===== config.mk =====
export PLATFORM = sky130hd
export DESIGN_NAME = firmware_image_verifier_top
export DESIGN_NICKNAME = d
export VERILOG_FILES = /design/src/fiv_pkg.sv /design/src/fiv_front.sv /design/src/fiv_fifo.sv /design/src/fiv_back.sv /design/src/firmware_image_verifier_top.sv
export SDC_FILE = /design/constraint.sdc
export NUM_CORES = 2
export LEC_CHECK = 0
export ABC_AREA = 0
export BUFFER_PORTS_ARGS = -buffer_cell sky130_fd_sc_hd__buf_2
export CAP_MARGIN = 25
export CORE_ASPECT_RATIO = 1.1
export CORE_MARGIN = 2
export CORE_UTILIZATION = 55
export DETAILED_ROUTE_END_ITERATION = 8
export PLACE_DENSITY_LB_ADDON = 0.08
export SLEW_MARGIN = 15
export SYNTH_ARGS = -nofsm -noshare
export SYNTH_HDL_FRONTEND = slang
export SYNTH_SLANG_ARGS = --single-unit

===== constraint.sdc =====
create_clock -name clk -period 11.03 [get_ports clk]
set_clock_uncertainty 0.15 [all_clocks]
set_input_delay 2.206 -clock clk [delete_from_list [all_inputs] [get_ports clk]]
set_output_delay 2.206 -clock clk [all_outputs]
set_load 0.03 [all_outputs]

===== src/fiv_pkg.sv =====
// fiv_pkg: shared types, constants and tables for the firmware image verifier
// no dependencies

package fiv_pkg;

	localparam int unsigned MAX_IMAGE_BYTES_DEF = 1040384;
	localparam int unsigned MANIFEST_BYTES_DEF  = 64;

	localparam logic [31:0] CRC_POLY = 32'hEDB88320;
	localparam logic [31:0] CRC_INIT = 32'hFFFFFFFF;

	localparam logic [7:0] BOOT_MAGIC0 = 8'hEA;
	localparam logic [7:0] BOOT_MAGIC1 = 8'h04;
	localparam logic [7:0] MODE_DOUT   = 8'h03;
	localparam logic [7:0] RAM_MAGIC   = 8'hE9;
	localparam logic [7:0] TARGET_ANY  = 8'hFF;
	localparam logic [7:0] MAN_VER     = 8'h01;

	localparam logic [2:0] ADDR_IMAGE_SIZE = 3'd0;
	localparam logic [2:0] ADDR_TARGET_ROM = 3'd4;

	typedef enum logic [3:0] {
		ST_OK           = 4'd0,
		ST_SIZE         = 4'd1,
		ST_MAGIC        = 4'd2,
		ST_MODE         = 4'd3,
		ST_IROM         = 4'd4,
		ST_NO_RAM_HDR   = 4'd5,
		ST_RAM_HDR      = 4'd6,
		ST_NO_MANIFEST  = 4'd7,
		ST_MAN_MAGIC    = 4'd8,
		ST_VERSION      = 4'd9,
		ST_MAN_MODE     = 4'd10,
		ST_SIZE_MISM    = 4'd11,
		ST_TARGET       = 4'd12,
		ST_BOARD        = 4'd13,
		ST_CRC          = 4'd14,
		ST_TRUNCATED    = 4'd15
	} status_t;

	// one classified byte handed from the front to the back part
	typedef struct packed {
		logic [7:0]  data;
		logic        last;
		logic        absorb;
		logic        zero_crc;
		logic [19:0] count;
	} item_t;

	// verdict of one image
	typedef struct packed {
		logic [3:0]  status;
		logic [31:0] crc;
		logic [19:0] offset;
		logic [7:0]  target;
	} result_t;

	function automatic logic [7:0] magic_byte(input logic [2:0] j);
		logic [7:0] r;
		case (j)
			3'd0: r = 8'h49;
			3'd1: r = 8'h52;
			3'd2: r = 8'h41;
			3'd3: r = 8'h43;
			3'd4: r = 8'h4F;
			3'd5: r = 8'h54;
			3'd6: r = 8'h41;
			default: r = 8'h31;
		endcase
		return r;
	endfunction

	function automatic logic [7:0] board_byte(input logic [4:0] j);
		logic [7:0] r;
		case (j)
			5'd0: r = 8'h47;
			5'd1: r = 8'h4B;
			5'd2: r = 8'h30;
			5'd3: r = 8'h31;
			5'd4: r = 8'h5F;
			5'd5: r = 8'h49;
			5'd6: r = 8'h52;
			5'd7: r = 8'h5F;
			5'd8: r = 8'h4D;
			5'd9: r = 8'h49;
			5'd10: r = 8'h4E;
			5'd11: r = 8'h49;
			5'd12: r = 8'h5F;
			5'd13: r = 8'h56;
			5'd14: r = 8'h31;
			5'd15: r = 8'h30;
			5'd16: r = 8'h35;
			default: r = 8'h00;
		endcase
		return r;
	endfunction

	function automatic logic [31:0] crc_byte(input logic [31:0] c, input logic [7:0] v);
		logic [31:0] x;
		x = c ^ {24'd0, v};
		for (int i = 0; i < 8; i++)
			x = x[0] ? ((x >> 1) ^ CRC_POLY) : (x >> 1);
		return x;
	endfunction

endpackage


===== src/fiv_front.sv =====
// fiv_front: counts stream bytes and marks which ones feed the image check
// depends on fiv_pkg

module fiv_front (
	input  logic              clk,
	input  logic              arst_n,
	input  logic [7:0]        s_data,
	input  logic              s_last,
	input  logic              s_valid,
	output logic              s_ready,
	input  logic [19:0]       image_size,
	output fiv_pkg::item_t    q_item,
	output logic              q_valid,
	input  logic              q_ready
);
	import fiv_pkg::*;

	logic [19:0] pos_q;
	logic [19:0] pos_next;
	logic        take;

	assign s_ready  = q_ready;
	assign q_valid  = s_valid;
	assign take     = s_valid && q_ready;
	assign pos_next = (pos_q == 20'hFFFFF) ? pos_q : pos_q + 20'd1;

	always_comb begin
		q_item          = '0;
		q_item.data     = s_data;
		q_item.last     = s_last;
		q_item.absorb   = pos_q < image_size;
		q_item.zero_crc = 1'b0;
		q_item.count    = pos_next;
	end

	always_ff @(posedge clk or negedge arst_n) begin
		if (!arst_n) begin
			pos_q <= '0;
		end else if (take) begin
			pos_q <= s_last ? 20'd0 : pos_next;
		end
	end

endmodule


===== src/fiv_fifo.sv =====
// fiv_fifo: two-entry queue between front and back parts
// depends on fiv_pkg

module fiv_fifo (
	input  logic            clk,
	input  logic            arst_n,
	input  fiv_pkg::item_t  in_item,
	input  logic            in_valid,
	output logic            in_ready,
	output fiv_pkg::item_t  out_item,
	output logic            out_valid,
	input  logic            out_ready
);
	import fiv_pkg::*;

	item_t      mem_q [2];
	logic       wp_q, rp_q;
	logic [1:0] cnt_q;
	logic       wr, rd;

	assign in_ready  = cnt_q != 2'd2;
	assign out_valid = cnt_q != 2'd0;
	assign out_item  = mem_q[rp_q];
	assign wr        = in_valid && in_ready;
	assign rd        = out_valid && out_ready;

	always_ff @(posedge clk) begin
		if (wr) mem_q[wp_q] <= in_item;
	end

	always_ff @(posedge clk or negedge arst_n) begin
		if (!arst_n) begin
			wp_q  <= 1'b0;
			rp_q  <= 1'b0;
			cnt_q <= '0;
		end else begin
			if (wr) wp_q <= ~wp_q;
			if (rd) rp_q <= ~rp_q;
			cnt_q <= cnt_q + {1'b0, wr} - {1'b0, rd};
		end
	end

	a_no_overflow: assert property (@(posedge clk) disable iff (!arst_n)
		cnt_q == 2'd2 |-> !in_ready) else $error("queue overflow");
	a_count_ok: assert property (@(posedge clk) disable iff (!arst_n)
		cnt_q != 2'd3) else $error("bad queue count");
	a_empty_idle: assert property (@(posedge clk) disable iff (!arst_n)
		cnt_q == 2'd0 |-> !out_valid) else $error("empty queue shows data");

endmodule


===== src/fiv_back.sv =====
// fiv_back: parses headers and manifest, runs the CRC and forms the verdict
// depends on fiv_pkg

module fiv_back #(
	parameter int unsigned MAX_IMAGE_BYTES = fiv_pkg::MAX_IMAGE_BYTES_DEF,
	parameter int unsigned MANIFEST_BYTES  = fiv_pkg::MANIFEST_BYTES_DEF
) (
	input  logic              clk,
	input  logic              arst_n,
	input  fiv_pkg::item_t    q_item,
	input  logic              q_valid,
	output logic              q_ready,
	input  logic [19:0]       image_size,
	input  logic [7:0]        target_rom,
	output fiv_pkg::result_t  r_data,
	output logic              r_valid,
	input  logic              r_ready
);
	import fiv_pkg::*;

	localparam logic [32:0] MB = 33'(MANIFEST_BYTES);

	logic [19:0] pos_q;
	logic [31:0] crc_q, len_q, addr_q, entry_q, rentry_q, msize_q, mcrc_q;
	logic [7:0]  hb_q [8];
	logic [2:0]  flags_q;
	logic        rv_q;
	result_t     r_q;

	logic        take;
	logic [32:0] r_pos, q_pos, m_pos, k_off, j_off;
	logic        in_ram, in_man, man_ok;
	logic [7:0]  v;
	logic [31:0] crc_n, len_n, entry_n, rentry_n, msize_n, mcrc_n, addr_n;
	logic [7:0]  hb_n [8];
	logic [2:0]  flags_n;
	status_t     st;
	logic [32:0] sz33;

	assign q_ready = !rv_q || r_ready;
	assign take    = q_valid && q_ready;
	assign r_valid = rv_q;
	assign r_data  = r_q;

	always_comb begin
		r_pos  = 33'd16 + {1'b0, len_q};
		q_pos  = {13'd0, pos_q};
		m_pos  = r_pos - MB;
		k_off  = q_pos - r_pos;
		j_off  = q_pos - m_pos;
		in_ram = (pos_q >= 20'd16) && (q_pos >= r_pos) && (q_pos < r_pos + 33'd8);
		man_ok = {1'b0, len_q} >= MB;
		in_man = (pos_q >= 20'd16) && man_ok && (q_pos >= m_pos) && (q_pos < r_pos);
		v = q_item.data;
		len_n = len_q; addr_n = addr_q; entry_n = entry_q; rentry_n = rentry_q;
		msize_n = msize_q; mcrc_n = mcrc_q; flags_n = flags_q;
		for (int i = 0; i < 8; i++) hb_n[i] = hb_q[i];
		if (q_item.absorb) begin
			if (pos_q < 20'd16) begin
				if (pos_q < 20'd3) hb_n[3'(pos_q) + 3'd4] = q_item.data;
				else if (pos_q >= 20'd4 && pos_q < 20'd8)
					entry_n[{pos_q[1:0], 3'b000} +: 8] = q_item.data;
				else if (pos_q >= 20'd8 && pos_q < 20'd12)
					addr_n[{pos_q[1:0], 3'b000} +: 8] = q_item.data;
				else if (pos_q >= 20'd12)
					len_n[{pos_q[1:0], 3'b000} +: 8] = q_item.data;
			end else begin
				if (in_ram) begin
					if (k_off[2:0] == 3'd0) hb_n[7] = q_item.data;
					else if (k_off[2:0] == 3'd2) begin
						if (q_item.data != MODE_DOUT) flags_n[0] = 1'b0;
					end else if (k_off[2])
						rentry_n[{k_off[1:0], 3'b000} +: 8] = q_item.data;
				end
				if (in_man) begin
					if (j_off < 33'd8) begin
						if (q_item.data != magic_byte(j_off[2:0])) flags_n[1] = 1'b0;
					end else if (j_off < 33'd12)
						hb_n[{1'b0, j_off[1:0]}] = q_item.data;
					else if (j_off < 33'd16)
						msize_n[{j_off[1:0], 3'b000} +: 8] = q_item.data;
					else if (j_off < 33'd20) begin
						mcrc_n[{j_off[1:0], 3'b000} +: 8] = q_item.data;
						v = 8'd0;
					end else if (j_off < 33'd40) begin
						if (q_item.data != board_byte(5'(j_off - 33'd20))) flags_n[2] = 1'b0;
					end
				end
			end
			crc_n = crc_byte(crc_q, v);
		end else begin
			crc_n = crc_q;
		end
	end

	always_comb begin
		sz33 = {13'd0, image_size};
		if (image_size < 20'd16 || 32'(image_size) > MAX_IMAGE_BYTES) st = ST_SIZE;
		else if (q_item.count < image_size) st = ST_TRUNCATED;
		else if (hb_n[4] != BOOT_MAGIC0 || hb_n[5] != BOOT_MAGIC1) st = ST_MAGIC;
		else if (hb_n[6] != MODE_DOUT) st = ST_MODE;
		else if (addr_n != 32'd0 || len_n == 32'd0 || {1'b0, len_n} > sz33 - 33'd16)
			st = ST_IROM;
		else if (33'd24 + {1'b0, len_n} > sz33) st = ST_NO_RAM_HDR;
		else if (hb_n[7] != RAM_MAGIC || !flags_n[0] || rentry_n != entry_n) st = ST_RAM_HDR;
		else if ({1'b0, len_n} < MB) st = ST_NO_MANIFEST;
		else if (!flags_n[1]) st = ST_MAN_MAGIC;
		else if (hb_n[0] != MAN_VER || hb_n[1] != MAN_VER) st = ST_VERSION;
		else if (hb_n[3] != MODE_DOUT) st = ST_MAN_MODE;
		else if (msize_n != 32'(image_size)) st = ST_SIZE_MISM;
		else if (hb_n[2] != TARGET_ANY && hb_n[2] != target_rom) st = ST_TARGET;
		else if (!flags_n[2]) st = ST_BOARD;
		else if (~crc_n != mcrc_n) st = ST_CRC;
		else st = ST_OK;
	end

	always_ff @(posedge clk) begin
		if (take && q_item.last) begin
			r_q.status <= st;
			r_q.crc    <= (st == ST_OK || st == ST_CRC) ? ~crc_n : 32'd0;
			if (st == ST_OK || (st >= ST_MAN_MAGIC && st <= ST_CRC)) begin
				r_q.offset <= 20'(33'd16 + {1'b0, len_n} - MB);
				r_q.target <= hb_n[2];
			end else begin
				r_q.offset <= '0;
				r_q.target <= '0;
			end
		end
	end

	always_ff @(posedge clk or negedge arst_n) begin
		if (!arst_n) begin
			rv_q <= 1'b0;
			pos_q <= '0; crc_q <= CRC_INIT; len_q <= '0; addr_q <= '0;
			entry_q <= '0; rentry_q <= '0; msize_q <= '0; mcrc_q <= '0;
			flags_q <= '1;
			for (int i = 0; i < 8; i++) hb_q[i] <= '0;
		end else begin
			if (r_valid && r_ready) rv_q <= 1'b0;
			if (take) begin
				if (q_item.last) begin
					rv_q <= 1'b1;
					pos_q <= '0; crc_q <= CRC_INIT; len_q <= '0; addr_q <= '0;
					entry_q <= '0; rentry_q <= '0; msize_q <= '0; mcrc_q <= '0;
					flags_q <= '1;
					for (int i = 0; i < 8; i++) hb_q[i] <= '0;
				end else begin
					pos_q <= (pos_q == 20'hFFFFF) ? pos_q : pos_q + 20'd1;
					crc_q <= crc_n; len_q <= len_n; addr_q <= addr_n;
					entry_q <= entry_n; rentry_q <= rentry_n;
					msize_q <= msize_n; mcrc_q <= mcrc_n; flags_q <= flags_n;
					for (int i = 0; i < 8; i++) hb_q[i] <= hb_n[i];
				end
			end
		end
	end

	a_hold: assert property (@(posedge clk) disable iff (!arst_n)
		r_valid && !r_ready |=> r_valid && $stable(r_data)) else $error("result dropped");
	a_stall: assert property (@(posedge clk) disable iff (!arst_n)
		r_valid && !r_ready |-> !q_ready) else $error("accepted while result stalled");
	a_clear: assert property (@(posedge clk) disable iff (!arst_n)
		take && q_item.last |=> pos_q == 20'd0 && crc_q == CRC_INIT) else $error("no clear");

endmodule


===== src/firmware_image_verifier_top.sv =====
// firmware_image_verifier_top: streaming firmware image checker
// byte input on s_axis, one verdict per image on m_axis, apb register port
// channels: s_axis takes one image byte per transfer, tlast on the final byte.
// m_axis gives one verdict transfer per image, after the tlast byte.
// throughput: one byte per cycle while the verdict is not stalled; the crc byte update
// and field compares are done in the back part.
// the tlast byte is stored in the queue, then taken by the back part, which
// registers the verdict; bytes waiting ahead of it in the queue are taken first.
// registers: image_size at 0x0, target_rom at 0x4; write them only while idle, the block does not enforce it.
// reset clears the position and parsed fields and sets the crc to its initial value; registers return to zero.
// a stalled receiver holds the verdict; the two-entry queue fills, then
// s_axis_tready drops until the verdict is taken.

module firmware_image_verifier_top #(
	parameter int unsigned MAX_IMAGE_BYTES = fiv_pkg::MAX_IMAGE_BYTES_DEF,
	parameter int unsigned MANIFEST_BYTES  = fiv_pkg::MANIFEST_BYTES_DEF
) (
	input  logic        clk,
	input  logic        arst_n,
	input  logic        s_axis_tvalid,
	output logic        s_axis_tready,
	input  logic [7:0]  s_axis_tdata,   // data_byte
	input  logic        s_axis_tlast,   // last
	output logic        m_axis_tvalid,
	input  logic        m_axis_tready,
	output logic [63:0] m_axis_tdata,   // status, crc_value, manifest_offset, manifest_target
	input  logic        psel,
	input  logic        penable,
	input  logic        pwrite,
	input  logic [2:0]  paddr,
	input  logic [31:0] pwdata,
	output logic [31:0] prdata,
	output logic        pready
);
	import fiv_pkg::*;

	logic [19:0] image_size_q;
	logic [7:0]  target_rom_q;
	item_t       f_item, b_item;
	logic        f_valid, f_ready, b_valid, b_ready;
	result_t     res;

	assign pready = 1'b1;

	always_ff @(posedge clk or negedge arst_n) begin
		if (!arst_n) begin
			image_size_q <= '0;
			target_rom_q <= '0;
		end else if (psel && penable && pwrite) begin
			if (paddr == ADDR_IMAGE_SIZE) image_size_q <= pwdata[19:0];
			else if (paddr == ADDR_TARGET_ROM) target_rom_q <= pwdata[7:0];
		end
	end

	always_comb begin
		if (paddr == ADDR_IMAGE_SIZE) prdata = {12'd0, image_size_q};
		else if (paddr == ADDR_TARGET_ROM) prdata = {24'd0, target_rom_q};
		else prdata = '0;
	end

	fiv_front u_front (
		.clk(clk), .arst_n(arst_n),
		.s_data(s_axis_tdata), .s_last(s_axis_tlast),
		.s_valid(s_axis_tvalid), .s_ready(s_axis_tready),
		.image_size(image_size_q),
		.q_item(f_item), .q_valid(f_valid), .q_ready(f_ready)
	);

	fiv_fifo u_fifo (
		.clk(clk), .arst_n(arst_n),
		.in_item(f_item), .in_valid(f_valid), .in_ready(f_ready),
		.out_item(b_item), .out_valid(b_valid), .out_ready(b_ready)
	);

	fiv_back #(
		.MAX_IMAGE_BYTES(MAX_IMAGE_BYTES),
		.MANIFEST_BYTES(MANIFEST_BYTES)
	) u_back (
		.clk(clk), .arst_n(arst_n),
		.q_item(b_item), .q_valid(b_valid), .q_ready(b_ready),
		.image_size(image_size_q), .target_rom(target_rom_q),
		.r_data(res), .r_valid(m_axis_tvalid), .r_ready(m_axis_tready)
	);

	assign m_axis_tdata = {res.target, res.offset, res.crc, res.status};

endmodule


# Word level (Yosys, flattened, before mapping)
# Memory sizes are Yosys's and may differ from the RTL's.
# Cells that the tools add are included.
# W data, S select, Z words.
dict set report totals {
  output_inout_bits 99
  memories 2
  wordCells 303
  mem_bits_rw 60
  in_bits 51
  ff_bits 428
  mem_bits_ro 224
}
# name words width read_ports rd_clocked_by_memory_dff write_ports line_no
set memory_table {}
lappend memory_table {{(name not given)} 32 7 1 0 0 fiv_pkg.sv:75} ;# case (j)
lappend memory_table {u_fifo.mem_q 2 30 1 0 1 fiv_fifo.sv:16} ;# item_t mem_q [2];
dict set report classes {
  n_shift 6
  bitwise_logic 15
  reduce_logical 40
  n_lt_le_gt_ge 31
  n_addsub 18
  muxes 135
  n_eq_ne 28
}
# cell n
set ops {}
lappend ops {{$mux W32} 50}
lappend ops {{$mux W64} 7}
lappend ops {{$mux W8} 26}
lappend ops {{$bwmux W32} 6}
lappend ops {{$bwmux W64} 2}
lappend ops {{$not A13 Y14} 8}
lappend ops {{$mux W20} 5}
lappend ops {{$shift A8 B7 Y32 const A} 3}
lappend ops {{$shiftx A8 B7 Y32} 3}
lappend ops {{$add A5 B32 Y33 const A} 2}
lappend ops {{$ge A20 B33 Y1} 2}
lappend ops {{$lt A20 B33 Y1} 2}
lappend ops {{$lt A33 B4 Y1 const B} 2}
lappend ops {{$lt A33 B5 Y1 const B} 2}
lappend ops {{$ne A32 B32 Y1} 2}
lappend ops {{$mux W4} 15}
lappend ops {{$demux W8 S3} 2}
lappend ops {{$pmux W7 S6} 1}
lappend ops {{$add A20 B1 Y20 const B} 2}
lappend ops {{$eq A20 B20 Y1 const B} 2}
lappend ops {{$ge A20 B4 Y1 const B} 2}
lappend ops {{$lt A20 B20 Y1} 2}
lappend ops {{$lt A20 B4 Y1 const B} 2}
lappend ops {{$lt A20 B5 Y1 const B} 2}
lappend ops {{other kinds (55)} 121}

# Depth between registers and ports, before layout
dict set report depth {
  ltp_word 49
  depth_mapped 31
  depth_no_buf 28
}

# Hierarchy
# A second synthesis with hierarchy kept.
dict set report hier_totals {
  hier_cells 4176
  hier_area_um2 36125.9
}
# mod cells_per_inst n_inst seq_area_each_um2 area_each_um2
set by_module_without_submodules {}
lappend by_module_without_submodules {fiv_back 3692 1 9773.1 30140.2}
lappend by_module_without_submodules {fiv_fifo 114 1 1961.9 2469.9}
lappend by_module_without_submodules {fiv_front 261 1 500.5 2094.5}
lappend by_module_without_submodules {firmware_image_verifier_top 109 1 700.7 1421.4}

# Worst setup path after synthesis
# Ideal clock, no wire load.
dict set report synth_timing {
  path_kind {register to register}
  startpoint {reg u_back.len_q[4]}
  endpoint {reg u_back.r_q, in the netlist u_back.r_data[30] (data pin)}
  t_required_ns 10.592
  path_slack_ns 3.117
  period_less_slack_ns 7.913
  setup_ns 0.288
  path_buffers 5
  path_stages_with_launch 30
  arrival_ns 7.475
  path_cell_list {dfrtp_1 ha_1 buf_2 xnor2_1 ha_1 o31ai_1 nor3_1 nand2_1 xnor2_1 ha_1 clkbuf_1 and3_1 nand3_1 o21ai_1 xor2_1 nor4_1 and4_1 clkbuf_1 nor4b_1 o2111ai_2 clkbuf_1 nor4_1 mux2i_1 o2111ai_1 nor4_4 nand3_2 o31a_1 a2111oi_4 buf_6 nor4b_2}
}
dict set report synth_via {
  elab_chain_len 45
  elab_cells_between_ends 142
  classes_between {6 x add/sub; 13 x order compare; 14 x eq/ne; 82 x mux; 10 x bitwise; 16 x reduce/logical; 1 x memory}
}
# element line_no
set synth_lines {}
lappend synth_lines {{start, declared} fiv_back.sv:24} ;# logic [31:0] crc_q, len_q, addr_q, entry_q, rentry_q, msize_q, mcrc_q;
lappend synth_lines {{start signal, assigned} fiv_back.sv:149} ;# crc_q <= crc_n; len_q <= len_n; addr_q <= addr_n;
lappend synth_lines {{$add A5 B32 Y33} fiv_back.sv:46} ;# r_pos = 33'd16 + {1'b0, len_q};
lappend synth_lines {{$sub A33 B7 Y33} fiv_back.sv:48} ;# m_pos = r_pos - MB;
lappend synth_lines {{$sub A20 B33 Y33} fiv_back.sv:50} ;# j_off = q_pos - m_pos;
lappend synth_lines {{$lt A33 B5 Y1} fiv_back.sv:82} ;# else if (j_off < 33'd20) begin
lappend synth_lines {{$mux W8} fiv_back.sv:82}
lappend synth_lines {{$mux W8} fiv_back.sv:80} ;# else if (j_off < 33'd16)
lappend synth_lines {{$mux W8} fiv_back.sv:78} ;# end else if (j_off < 33'd12)
lappend synth_lines {{$mux W8} fiv_back.sv:76} ;# if (j_off < 33'd8) begin
lappend synth_lines {{(+29 left out)} -}
lappend synth_lines {{$mux W4} fiv_back.sv:104} ;# else if (33'd24 + {1'b0, len_n} > sz33) st = ST_NO_RAM_HDR;
lappend synth_lines {{$mux W4} fiv_back.sv:102} ;# else if (addr_n != 32'd0 || len_n == 32'd0 || {1'b0, len_n} > sz33 - 33'd16)
lappend synth_lines {{$mux W4} fiv_back.sv:101} ;# else if (hb_n[6] != MODE_DOUT) st = ST_MODE;
lappend synth_lines {{$mux W4} fiv_back.sv:100} ;# else if (hb_n[4] != BOOT_MAGIC0 || hb_n[5] != BOOT_MAGIC1) st = ST_MAGIC;
lappend synth_lines {{$mux W4} fiv_back.sv:99} ;# else if (q_item.count < image_size) st = ST_TRUNCATED;
lappend synth_lines {{$mux W4} fiv_back.sv:98} ;# if (image_size < 20'd16 || 32'(image_size) > MAX_IMAGE_BYTES) st = ST_SIZE;
lappend synth_lines {{$eq A4 B4 Y1 / $logic_not A4 Y1 (equally long branches)} fiv_back.sv:120} ;# r_q.crc <= (st == ST_OK || st == ST_CRC) ? ~crc_n : 32'd0;
lappend synth_lines {{$logic_or A1 B1 Y1} fiv_back.sv:120}
lappend synth_lines {{end, declared} fiv_back.sv:28} ;# result_t r_q;
# Several ways; a longest one is shown, not always the timed one. The select of a mux whose other input is x is not followed.
# A chain may end at the register's enable or synchronous reset.

# Worst setup path in the final report
dict set report layout_timing {
  startpoint {reg u_back.len_q[4]}
  endpoint {reg u_back.r_q, in the netlist u_back.r_data[28] (data pin)}
}
# The elaborated chain is that of the path after synthesis.

==> metrics.log <==
INFO  metric ys_seq_area_share = 35.6%
INFO  metric post-dp-hpwl = 98,800 um
INFO  metric floorplan.die_area = ~68,000 um^2
INFO  metric postSynthAreaPerCell = 8.63 um^2
INFO  metric wl_per_cell = 26.9 um
INFO  metric place_area = 37,600 um^2
INFO  metric crit_path_end_kind = flop
INFO  metric tns = 0 ns
INFO  metric place_inst = approximately 5,000
INFO  metric report.final.slew_viol_count = 0
INFO  metric post_cts_hold_buffer_count = 0
INFO  metric n_antenna_cell = 0
INFO  metric cts.sink_count = 488
INFO  metric async_reset_ff_share = 74.6%
INFO  metric layout.nets = 4,400
INFO  metric io-pin-count = 150
INFO  metric critical_path.most_common_cell = sky130_fd_sc_hd__ha_1
INFO  metric port_buffers = 124
INFO  metric synth_cells = around 4,200
INFO  metric grt_pass1_wl = 207,000 um
INFO  metric total_power = 10.4 mW
INFO  metric ys_seq_elements = 488
INFO  metric synth-edff-count = 124
INFO  metric power_leakage = 16.2 nW
INFO  metric place_ws = 1.13 ns
INFO  metric route.antenna.remaining_nets = 0
INFO  metric clkSlewWorstSetupHoldPaths = 0.06 ns
INFO  metric clock_tree.htree_level_count = 2
INFO  metric slew-limit-headroom = 20.0%
INFO  metric routabilityCongestion = 1.02
INFO  metric detail_route.wirelength = 137,000 um
INFO  metric setup.worst_path.start_class = flop
INFO  metric cap_viol_max_count = 0
INFO  metric path_buf_inv = 2
INFO  metric timing.hold.worst.class = reg -> reg
INFO  metric final_common_cell = sky130_fd_sc_hd__nand2_1
INFO  metric drtPass1Iterations = 9
INFO  metric tritoncts = built
INFO  metric violations = DRC
INFO  metric die_w = approximately 250 um
INFO  metric cts_inserted_buffers = 54
INFO  metric achievable-frequency = 99.9 MHz
INFO  metric arrival = 10.21 ns
INFO  metric route.detailed.vias_per_inst = 6.70
INFO  metric min_period_over_period = 90.7%
INFO  metric ys.warnings.count = 0
INFO  metric total_setup_violations_reported_at_the_end_of_the_flow = 0
INFO  metric core = 65,100 um^2
INFO  metric cpLargestDelayFamily = simple AND/OR/NAND/NOR gates
INFO  metric cts_buffer_depth = 3
INFO  metric outcome = finished with violations
INFO  metric clock_tree.root_cell = sky130_fd_sc_hd__clkbuf_16
INFO  metric critical_path.max_stage_delay = 0.95 ns
INFO  metric cts.repair_timing.setup_buffer_count = 0
INFO  metric remaining_drc_errors = 4
INFO  metric grt_start_max_net_pins = approximately 180
INFO  metric cp.required = between 10 and 15 ns
INFO  metric grt_util_all_layers = 39.8%
INFO  metric postCtsResizedCells = 0
INFO  metric layout.cell_area.non_filler = 39,400 um^2
INFO  metric timing_hold_violations_final = 0
INFO  metric first_global_vias = 32,600
INFO  metric post_synth_num_cell_types = 109
INFO  metric antenna_found_initial = 3
INFO  metric crit_type = reg -> reg
INFO  metric post-synth-top-area-fraction = 22.7%
INFO  metric path_max_fanout = 32
INFO  metric initial_utilization = a little under three fifths
INFO  metric syn_area = between 30,000 and 40,000 um^2
INFO  metric grt_remaining_overflow = 0
INFO  metric yosysTopAreaCell = sky130_fd_sc_hd__dfrtp_1
INFO  metric irDropWorstVdd = 0.208 mV
INFO  metric post_synth_main_area_contributors = sky130_fd_sc_hd__dfrtp_1, sky130_fd_sc_hd__edfxtp_1, sky130_fd_sc_hd__xnor2_1
INFO  metric synth_flop_cell = sky130_fd_sc_hd__dfrtp_1
INFO  metric grt_setup_unrepaired = false
INFO  metric dieHeight = ~270 um
INFO  metric fin_ws = around 1.0 ns
INFO  metric detailedRoute.firstIterationViolations = 3,924
INFO  metric std_cell_rows = 98
INFO  metric max_slew.worst_pin.slew = 1.19 ns
INFO  metric leading_cell_types_in_the_layout_fill_and_taps_excluded = sky130_fd_sc_hd__nand2_1, sky130_fd_sc_hd__o21ai_0, sky130_fd_sc_hd__dfrtp_1
INFO  metric holdWs = 0.328 ns
INFO  metric finalCoreUtilization = 60.5%
INFO  metric area_growth = 8.77%
INFO  metric layout.cells.non_filler = 5,095
INFO  metric layout_min_cycle_time = 10.01 ns
INFO  metric routed-via-count = 34,100
INFO  metric clk_latency = 0.64 ns
INFO  metric slowest_stage = sky130_fd_sc_hd__nor4_1
INFO  metric post_route_cells_drive_above_1_share = 11.7%
INFO  metric power_density_over_cell_area = 265 nW/um^2
logic make-up (layout without fill, tap and decap cells):
family,after synthesis,count (layout),share of synthesized area (%)
flip-flops,488,488,35.6
adder cells (fa/ha/maj),152,152,5.26
AO/OA/AOI/OAI,1056,1056,19.2
multiplexers,144,144,4.20
buffers and inverters,382,423,4.35
other,2,13,0.0208
AND/OR/NAND/NOR,1615,1615,22.8
XOR/XNOR,354,354,8.63
layout make-up:
type / instances / area, um^2
fillers: 5827 / 25700
clock inverters: 32 / 254
repair buffers: 207 / 1290
multi-input cells: 3334 / 22000
inverters: 114 / 428
well taps: 850 / 1060
clock buffers: 70 / 1470
flip-flops and latches: 488 / 12900
tightest hold or removal path, stage by stage, from the launching register on:
cell,delay (ns)
sky130_fd_sc_hd__dfrtp_1,0.34
sky130_fd_sc_hd__nand2_1,0.05
sky130_fd_sc_hd__o21ai_0,0.06
per-layer routing:
layer  track usage, %  part of all wire (%)
met1             50.4                    39
met4             22.5                   6.6
met3             7.86                   9.5
met2             64.1                    45
met5                0                0.0073
Yosys cell counts, types with 20 or more instances:
| cell type | count |
|---|---|
| sky130_fd_sc_hd__edfxtp_1 | 124 |
| sky130_fd_sc_hd__xor2_1 | 98 |
| sky130_fd_sc_hd__dfstp_2 | 35 |
| sky130_fd_sc_hd__nor4_1 | 75 |
| sky130_fd_sc_hd__o22ai_1 | 36 |
| sky130_fd_sc_hd__o21a_1 | 25 |
| sky130_fd_sc_hd__and3_1 | 33 |
| sky130_fd_sc_hd__o21ai_0 | 367 |
| sky130_fd_sc_hd__clkbuf_1 | 208 |
| sky130_fd_sc_hd__ha_1 | 149 |
| sky130_fd_sc_hd__nor3_1 | 130 |
| sky130_fd_sc_hd__a22o_1 | 30 |
| sky130_fd_sc_hd__nand3_1 | 138 |
| sky130_fd_sc_hd__a21oi_1 | 168 |
| sky130_fd_sc_hd__a31oi_1 | 36 |
| sky130_fd_sc_hd__or3_1 | 36 |
| sky130_fd_sc_hd__a211oi_1 | 22 |
| sky130_fd_sc_hd__nor2_1 | 303 |
| sky130_fd_sc_hd__o21ai_1 | 26 |
| sky130_fd_sc_hd__nand2_1 | 565 |
| sky130_fd_sc_hd__nor4b_2 | 30 |
| sky130_fd_sc_hd__or4_1 | 23 |
| sky130_fd_sc_hd__and2_1 | 26 |
| sky130_fd_sc_hd__inv_1 | 105 |
| sky130_fd_sc_hd__nand2b_1 | 36 |
| sky130_fd_sc_hd__a21o_1 | 60 |
| sky130_fd_sc_hd__o2111ai_1 | 24 |
| sky130_fd_sc_hd__mux2i_1 | 81 |
| sky130_fd_sc_hd__o31ai_1 | 21 |
| sky130_fd_sc_hd__nor2b_1 | 20 |
| sky130_fd_sc_hd__mux2_2 | 60 |
| sky130_fd_sc_hd__dfrtp_1 | 329 |
| sky130_fd_sc_hd__xnor2_1 | 254 |
| sky130_fd_sc_hd__o211ai_1 | 30 |
| sky130_fd_sc_hd__nand4_1 | 86 |
where the power goes:
part	total (mW)	internal [mW]	switching, mW	leakage, nW
combinational	6.17	1.96	4.21	9.35
clock	1.80	0.995	0.809	0.828
sequential	2.46	2.20	0.252	6.06
worst paths after layout:
| path | startpoint | to | slack [ns] | cells after the start |
|---|---|---|---|---|
| worst min register to register | u_back.hb_q[48] | u_back.hb_q[48] | 0.33 | 2 |
| max in group asynchronous | arst_n | u_back.msize_q[12] | 6.88 | 3 |
| worst min-delay path | u_back.hb_q[48] | u_back.hb_q[48] | 0.33 | 2 |
| worst max-delay path | u_back.len_q[4] | u_back.r_data[28] | 1.02 | 26 |
| worst max register to register | u_back.len_q[4] | u_back.r_data[28] | 1.02 | 26 |
| min in group asynchronous | arst_n | u_back.pos_q[19] | 1.51 | 1 |
state kept, by name (all words and copies together) (netlist names), 8 cells and up:
name	count
u_back.hb_q	64
u_back.r_data	64
u_fifo.mem_q	60
u_back.addr_q	32
u_back.crc_q	32
u_back.entry_q	32
u_back.len_q	32
u_back.mcrc_q	32
u_back.msize_q	32
u_back.rentry_q	32
image_size_q	20
u_back.pos_q	20
u_front.pos_q	20
target_rom_q	8
Power figures use the tool's default switching activity.
